### config.mk
export PLATFORM = sky130hd
export DESIGN_NAME = alert_gate_hysteresis_cooldown_core
export DESIGN_NICKNAME = d
export VERILOG_FILES = /design/src/hdl/agh_pkg.sv /design/src/hdl/agh_host_table.sv /design/src/hdl/alert_gate_hysteresis_cooldown_core.sv
export SDC_FILE = /design/constraint.sdc
export NUM_CORES = 2
export LEC_CHECK = 0
export BUFFER_PORTS_ARGS = -buffer_cell sky130_fd_sc_hd__buf_2
export CORE_ASPECT_RATIO = 0.5
export CORE_UTILIZATION = 51
export CTS_BUF_LIST = sky130_fd_sc_hd__clkbuf_8
export DETAILED_ROUTE_END_ITERATION = 6
export HOLD_SLACK_MARGIN = 0.1
export PLACE_DENSITY = 0.67
export SKIP_LAST_GASP = 1
export SLEW_MARGIN = 20
export SYNTH_ARGS = -nofsm -noshare
export SYNTH_HDL_FRONTEND = slang
export SYNTH_SLANG_ARGS = --single-unit
### constraint.sdc
create_clock -name clock -period 17.3 [get_ports clock]
set_input_delay 1.73 -clock clock [delete_from_list [all_inputs] [get_ports clock]]
set_output_delay 1.73 -clock clock [all_outputs]
set_load 0.01 [all_outputs]
### src/hdl/agh_pkg.sv
// Package: shared constants, types and codes of the alert gate.
`timescale 1ns / 1ps
`default_nettype none
package agh_pkg;

   localparam int HOSTS       = 64;
   localparam int HOST_W      = 6;
   localparam int HOST_AW     = (HOSTS > 1) ? $clog2(HOSTS) : 1;
   localparam int HOST_IW     = (HOST_AW > HOST_W) ? HOST_AW : HOST_W;
   localparam int TIME_WIDTH  = 48;
   localparam int COUNT_W     = 8;
   localparam int SCORE_W     = 32;
   localparam int CSR_IDX_W   = 2;
   localparam int CSR_DATA_W  = 32;

   localparam logic [COUNT_W-1:0] COUNT_MAX = '1;

   localparam logic [7:0]         THRESHOLD_RESET = 8'd3;
   localparam logic [31:0]        COOLDOWN_RESET  = 32'd60;
   localparam logic [SCORE_W-1:0] HIGH_LIMIT_RESET = 32'sd655360;

   typedef enum logic [CSR_IDX_W-1:0] {
      CSR_THRESHOLD  = 2'd0,
      CSR_COOLDOWN   = 2'd1,
      CSR_HIGH_LIMIT = 2'd2
   } csr_index_type;

   localparam logic [1:0] SEV_MEDIUM   = 2'd0;
   localparam logic [1:0] SEV_HIGH     = 2'd1;
   localparam logic [1:0] SEV_CRITICAL = 2'd2;

   localparam logic [1:0] SRC_DET_A  = 2'd0;
   localparam logic [1:0] SRC_DET_B  = 2'd1;
   localparam logic [1:0] SRC_FUSION = 2'd2;

   typedef enum logic {
      ST_IDLE,
      ST_CALC
   } state_type;

   typedef struct packed {
      logic [COUNT_W-1:0]    count;
      logic [TIME_WIDTH-1:0] last_time;
   } host_entry_type;

endpackage
`default_nettype wire

### src/hdl/agh_host_table.sv
// Per-host state table: synchronous RAM with per-entry valid bits cleared at reset.
`timescale 1ns / 1ps
`default_nettype none
module agh_host_table
   import agh_pkg::*;
(
   input  wire logic                clock,
   input  wire logic                reset,
   input  wire logic                rd_en,
   input  wire logic [HOST_AW-1:0]  rd_idx,
   output host_entry_type           rd_entry,
   input  wire logic                wr_en,
   input  wire logic [HOST_AW-1:0]  wr_idx,
   input  wire host_entry_type      wr_entry
);

   host_entry_type           mem [HOSTS];
   host_entry_type           rd_data_ff;
   logic [HOSTS-1:0]         valid_ff;
   logic [HOSTS-1:0]         valid_in;
   logic                     rd_valid_ff;

   always_ff @(posedge clock) begin
      if (wr_en) begin
         mem[wr_idx] <= wr_entry;
      end
      if (rd_en) begin
         rd_data_ff <= mem[rd_idx];
      end
   end

   always_comb begin
      valid_in = valid_ff;
      if (wr_en) begin
         valid_in[wr_idx] = 1'b1;
      end
   end

   always_ff @(posedge clock) begin
      if (reset) begin
         valid_ff    <= '0;
         rd_valid_ff <= 1'b0;
      end else begin
         valid_ff <= valid_in;
         if (rd_en) begin
            rd_valid_ff <= valid_ff[rd_idx];
         end
      end
   end

   assign rd_entry = rd_valid_ff ? rd_data_ff : '0;

endmodule
`default_nettype wire

### src/hdl/alert_gate_hysteresis_cooldown_core.sv
// Top level: per-host alert gate with hysteresis count and cooldown timer.
// rsp_valid is registered: table read, ST_CALC update, then rsp_valid_ff on an alert.
// A new event is not accepted until the host table read and write-back are done.
// busy is high during the update cycle and during reset; no forwarding is needed.
// Reset clears the configuration to defaults and marks every host entry as zero.
// The receiver cannot stall: rsp_valid is a one-cycle strobe.
`timescale 1ns / 1ps
`default_nettype none
module alert_gate_hysteresis_cooldown_core
   import agh_pkg::*;
(
   input  wire logic                   clock,
   input  wire logic                   reset,
   input  wire logic                   start,
   output logic                        busy,
   input  wire logic [HOST_W-1:0]      req_host,
   input  wire logic [TIME_WIDTH-1:0]  req_time_stamp,
   input  wire logic                   req_flag_a,
   input  wire logic signed [SCORE_W-1:0] req_score_a,
   input  wire logic                   req_flag_b,
   input  wire logic signed [SCORE_W-1:0] req_score_b,
   input  wire logic                   csr_we,
   input  wire logic [CSR_IDX_W-1:0]   csr_index,
   input  wire logic [CSR_DATA_W-1:0]  csr_wdata,
   output logic                        rsp_valid,
   output logic [HOST_W-1:0]           rsp_alert_host,
   output logic [TIME_WIDTH-1:0]       rsp_alert_time,
   output logic [1:0]                  rsp_severity,
   output logic [1:0]                  rsp_source,
   output logic signed [SCORE_W-1:0]   rsp_alert_score
);

   state_type                   state_ff, state_in;
   logic                        accept;

   logic [7:0]                  threshold_ff;
   logic [31:0]                 cooldown_ff;
   logic signed [SCORE_W-1:0]   high_limit_ff;

   logic [HOST_W-1:0]           host_ff;
   logic [TIME_WIDTH-1:0]       time_ff;
   logic                        flag_a_ff, flag_b_ff;
   logic signed [SCORE_W-1:0]   score_a_ff, score_b_ff;
   logic                        in_range_ff;

   logic [HOST_IW-1:0]          req_host_ext;
   logic [HOST_IW-1:0]          host_ext;
   logic [HOST_AW-1:0]          rd_idx;
   logic [HOST_AW-1:0]          wr_idx;

   host_entry_type              rd_entry;
   host_entry_type              wr_entry;
   logic                        wr_en;

   logic [COUNT_W-1:0]          count_inc;
   logic [TIME_WIDTH-1:0]       elapsed;
   logic                        flagged;
   logic                        pass_hyst;
   logic                        cooled;
   logic                        emit;
   logic [1:0]                  sev_in, src_in;
   logic signed [SCORE_W-1:0]   score_in;

   logic                        rsp_valid_ff, rsp_valid_in;
   logic [HOST_W-1:0]           rsp_host_ff;
   logic [TIME_WIDTH-1:0]       rsp_time_ff;
   logic [1:0]                  rsp_sev_ff, rsp_src_ff;
   logic signed [SCORE_W-1:0]   rsp_score_ff;

   // config
   always_ff @(posedge clock) begin
      if (reset) begin
         threshold_ff  <= THRESHOLD_RESET;
         cooldown_ff   <= COOLDOWN_RESET;
         high_limit_ff <= HIGH_LIMIT_RESET;
      end else if (csr_we) begin
         unique case (csr_index)
            CSR_THRESHOLD:  threshold_ff  <= csr_wdata[7:0];
            CSR_COOLDOWN:   cooldown_ff   <= csr_wdata[31:0];
            CSR_HIGH_LIMIT: high_limit_ff <= csr_wdata[SCORE_W-1:0];
            default: ;
         endcase
      end
   end

   // control
   assign busy   = reset || (state_ff == ST_CALC);
   assign accept = start && !busy;

   always_comb begin
      state_in = state_ff;
      unique case (state_ff)
         ST_IDLE: begin
            if (accept) begin
               state_in = ST_CALC;
            end
         end
         ST_CALC: begin
            state_in = ST_IDLE;
         end
         default: state_in = ST_IDLE;
      endcase
   end

   always_ff @(posedge clock) begin
      if (reset) begin
         state_ff <= ST_IDLE;
      end else begin
         state_ff <= state_in;
      end
   end

   // event capture
   assign req_host_ext = HOST_IW'(req_host);
   assign rd_idx       = req_host_ext[HOST_AW-1:0];

   always_ff @(posedge clock) begin
      if (accept) begin
         host_ff     <= req_host;
         time_ff     <= req_time_stamp;
         flag_a_ff   <= req_flag_a;
         flag_b_ff   <= req_flag_b;
         score_a_ff  <= req_score_a;
         score_b_ff  <= req_score_b;
         in_range_ff <= (32'(req_host) < 32'(HOSTS));
      end
   end

   agh_host_table u_table (
      .clock    (clock),
      .reset    (reset),
      .rd_en    (accept),
      .rd_idx   (rd_idx),
      .rd_entry (rd_entry),
      .wr_en    (wr_en),
      .wr_idx   (wr_idx),
      .wr_entry (wr_entry)
   );

   // update
   assign host_ext = HOST_IW'(host_ff);
   assign wr_idx   = host_ext[HOST_AW-1:0];

   always_comb begin
      flagged   = flag_a_ff || flag_b_ff;
      count_inc = (rd_entry.count == COUNT_MAX) ? rd_entry.count
                                                : rd_entry.count + COUNT_W'(1);
      pass_hyst = (count_inc >= threshold_ff);
      elapsed   = time_ff - rd_entry.last_time;
      cooled    = !elapsed[TIME_WIDTH-1] && (elapsed >= TIME_WIDTH'(cooldown_ff));
      emit      = flagged && pass_hyst &&
                  ((rd_entry.last_time == '0) || cooled);

      wr_en              = (state_ff == ST_CALC) && in_range_ff;
      wr_entry.last_time = emit ? time_ff : rd_entry.last_time;
      if (!flagged || emit) begin
         wr_entry.count = '0;
      end else begin
         wr_entry.count = count_inc;
      end

      if (flag_a_ff && flag_b_ff) begin
         sev_in   = SEV_CRITICAL;
         src_in   = SRC_FUSION;
         score_in = (score_a_ff > score_b_ff) ? score_a_ff : score_b_ff;
      end else if (flag_b_ff) begin
         sev_in   = SEV_HIGH;
         src_in   = SRC_DET_B;
         score_in = score_b_ff;
      end else begin
         sev_in   = (score_a_ff > high_limit_ff) ? SEV_HIGH : SEV_MEDIUM;
         src_in   = SRC_DET_A;
         score_in = score_a_ff;
      end

      rsp_valid_in = wr_en && emit;
   end

   // result word
   always_ff @(posedge clock) begin
      if (reset) begin
         rsp_valid_ff <= 1'b0;
      end else begin
         rsp_valid_ff <= rsp_valid_in;
      end
   end

   always_ff @(posedge clock) begin
      if (rsp_valid_in) begin
         rsp_host_ff  <= host_ff;
         rsp_time_ff  <= time_ff;
         rsp_sev_ff   <= sev_in;
         rsp_src_ff   <= src_in;
         rsp_score_ff <= score_in;
      end
   end

   assign rsp_valid       = rsp_valid_ff;
   assign rsp_alert_host  = rsp_host_ff;
   assign rsp_alert_time  = rsp_time_ff;
   assign rsp_severity    = rsp_sev_ff;
   assign rsp_source      = rsp_src_ff;
   assign rsp_alert_score = rsp_score_ff;

endmodule
`default_nettype wire
==> metrics.csv <==
stage,metric,value,unit
yosys,Post-Syn Area,156000,sq um
power_and_ir_drop,Pwr Total,18.4,mW
timing,final setup margin,9.01,ns
yosys,cells after synthesis,7076,
flow_run,max capacitance violation total,0,
drt,DR WL/cell,37.7,um
power_and_ir_drop,clock share of power,37.6,%
placed_design,Inst Count DP,11300,
yosys,register area share after synthesis,76.0,%
timing,final hold viol count,0,
floorplan,chip height,393,um
timing,Worst-Margin Slew,1.20,ns
outcome,run status,completed,
yosys,top_reg_cell synth,edfxtp_1,
floorplan,die area,308000,sq um
drt,DR iter-0 viols,12600,
placed_design,pre-CTS setup slack,9.24,ns
global_routing,M1 GR Usage,43.0,%
cts,clk_lat worst skew,1.08,ns
cts,# H-tree levels,6,
yosys,Post-synth ARST share,0,%
global_routing,GRT Util Overall,29.9,%
final_layout,share of post-route cells with drive strength above 1,31.1,%
timing,final worst-path cycle share,47.9,%
drt,post-route ant nets,0,
yosys,top post-synthesis cells by area,"edfxtp_1 (74%), mux4_2 (17%), dfxtp_1 (1.8%), ha_1 (1.2%), nor2_1 (0.67%)",
cts,cts repair resizes,0,
hold_path,Hold Path Class,flip-flop to flip-flop,
cts,total CTS buffers,559,
yosys,"EDFF count, synth",3849,
timing,hold slack,0.453,ns
floorplan,Starting Density,51.3,%
timing,Final setup viols,0,
power_and_ir_drop,Power per Cell Area,105,nW/um^2
final_layout,Area growth syn-to-layout,12.0,%
floorplan,I/O pins,250,
final_layout,"non-filler cells, final",12300,
global_routing,Congestion Overflow GR,0,
placed_design,RD Place Congestion,0.907,
power_and_ir_drop,sequential power share,57.6,%
cts,Max Buffers Root-to-Sink,4,
global_routing,first-pass GRT wire length,631000,um
power_and_ir_drop,Leak Pwr,57.4,nW
placed_design,"Cell Area, Placed",164000,sq um
critical_path,CP Max Fanout,64,
final_layout,"commonest non-fill, non-tap cell in the layout",edfxtp_1,
global_routing,"Most Used Layer, Global Route",met2,
global_routing,initial antenna violation count,27,
timing,final setup skew,0.0922,ns
floorplan,Die W,784,um
final_layout,fin area,174000,sq um
yosys,syn nets,7388,
drt,first-pass detailed-route iteration total,6,
timing,setup TNS,0,ns
yosys,leading area contributor after synthesis,edfxtp_1,
cts,Root Driver,clkbuf_8,
critical_path,Startpoint Class,flip-flop,
power_and_ir_drop,sw frac,22.5,%
final_layout,"Core Util, Final",57.4,%
final_layout,fillers,22000,
power_and_ir_drop,Gate power share,4.8,%
global_routing,met3 usage,7.01,%
timing,min Tclk post-route,8.29,ns
timing,Max transition margin,19.8,%
global_routing,met2 usage,45.1,%
drt,Via Count,81400,
power_and_ir_drop,Max VDD drop,69.6,uV
timing,RSZ-0062 raised after global routing,no,
power_and_ir_drop,Psw,4.14,mW
final_layout,Total Nets Final,8124,
floorplan,site row count,143,
yosys,synthesis warning total,0,
yosys,Mapped Avg Cell Area,22.0,sq um
cts,Post-CTS Setup Bufs,0,
critical_path,Crit. End Element,flip-flop,
timing,fmax,121,MHz
drt,aggregate routed wire length,464000,um
critical_path,crit path DAT,9.03,ns
drt,vias per std cell,6.61,
power_and_ir_drop,Pint,14.2,mW
floorplan,Core ar.,304000,sq um
placed_design,dpl hpwl,251000,um
drt,post-route DRC violation count,0,
cts,"CTS clk-pin slew, worst paths",0.06,ns
critical_path,Crit Path Category,flip-flop to flip-flop,
yosys,"flops & latches, synth",3988,
global_routing,vias in the first global route,78100,
yosys,area fraction of the dominant cell type after synthesis,74.2,%
final_layout,most frequent cells in the layout,"edfxtp_1 (3849), mux4_2 (1183), clkbuf_8 (586)",
global_routing,largest net degree at the start of global routing,107,
yosys,Yosys cell types,70,
critical_path,Worst EP required,18.03,ns
cts,CTS Hold Bufs,0,
cts,Clock Sinks,3988,
timing,Final Max Tran Viols,0,
placed_design,port bufs,249,
cts,CTS tree,yes,
-- final timing paths --
path	from	to	slack [ns]	cells after the start
max reg2reg	u_table.rd_valid_ff	u_table.mem[38][22]	9.01	24
max	u_table.rd_valid_ff	u_table.mem[38][22]	9.01	24
min reg2reg	high_limit_ff[22]	high_limit_ff[22]	0.45	2
min	high_limit_ff[22]	high_limit_ff[22]	0.45	2
-- state kept, by name, indices dropped and copies added (netlist names), 8 cells and up --
signal,flops
time_ff,48
score_a_ff,32
threshold_ff,8
rsp_alert_score,32
u_table.valid_ff,64
u_table.rd_data_ff,56
rsp_alert_time,48
score_b_ff,32
high_limit_ff,32
u_table.mem,3584
cooldown_ff,32
-- critical path, cell delays in order, from the launching register on --
cell,delay (ns)
dfxtp_4,0.96
and2_1,0.27
ha_1,0.18
inv_1,0.07
fa_1,0.46
nand3_1,0.11
a21oi_1,0.09
o311ai_0,0.99
nand4_1,0.36
nand2_1,0.25
xnor2_1,0.16
ha_1,0.26
nand4_1,0.16
nor4_1,0.11
a22o_1,0.22
a2111oi_0,0.40
o221ai_1,0.20
a311oi_1,0.41
nand4b_1,0.15
nor4_1,0.41
a21oi_4,0.10
buf_4,0.34
buf_6,0.44
mux2i_4,0.25
buf_4,0.53
-- synth_stat cells (21+ instances only) --
master,instances
nand4_1,51
nand2_1,277
a21o_1,41
buf_1,83
nor2_1,279
mux2_2,48
mux2i_1,66
inv_1,167
clkbuf_1,249
ha_1,153
o21a_1,21
edfxtp_1,3849
a21oi_1,155
nand3_1,22
mux4_2,1183
o21ai_0,55
dfxtp_1,139
-- power by group through the flow --
stage | clock network, mW | logic [mW] | registers, mW
after floorplan | 0 | 0.586 | 10.8
after global routing | 7.38 | 0.932 | 10.6
final | 6.91 | 0.883 | 10.6
after global placement | 0 | 0.876 | 10.8
after CTS | 6.97 | 0.884 | 10.6
after detailed placement | 0 | 0.881 | 10.8
-- logic make-up (layout without fill, tap and decap cells) --
kind of cell	after synthesis	in the layout	share of synthesized area [%]
other	0	15	0
buffers and inverters	509	1672	1.25
multiplexers	1298	1298	17.9
AO/OA/AOI/OAI	359	359	1.43
flip-flops	3988	3988	76.0
XOR/XNOR	39	39	0.219
adder cells (fa/ha/maj)	154	154	1.24
AND/OR/NAND/NOR	729	729	2.03
-- cell type report --
cell class	count	area (sq um)	share of cell area [%]
well taps	4060	5080	2.91
clock inverters	403	2050	1.18
diodes	15	37.5	0.0215
flip-flops and latches	3988	118000	67.8
multi-input cells	2579	36700	21.0
inverters	167	627	0.359
repair buffers	517	3550	2.04
clock buffers	585	8050	4.62
-- per-layer routing --
metal  up-vias  routed length [um]
li1      31200                   -
met1     43500              177000
met2      5695              210000
met3       994               56500
met4        24               19800
met5         -                 207
Note: power is estimated with default switching activity, not from simulation.
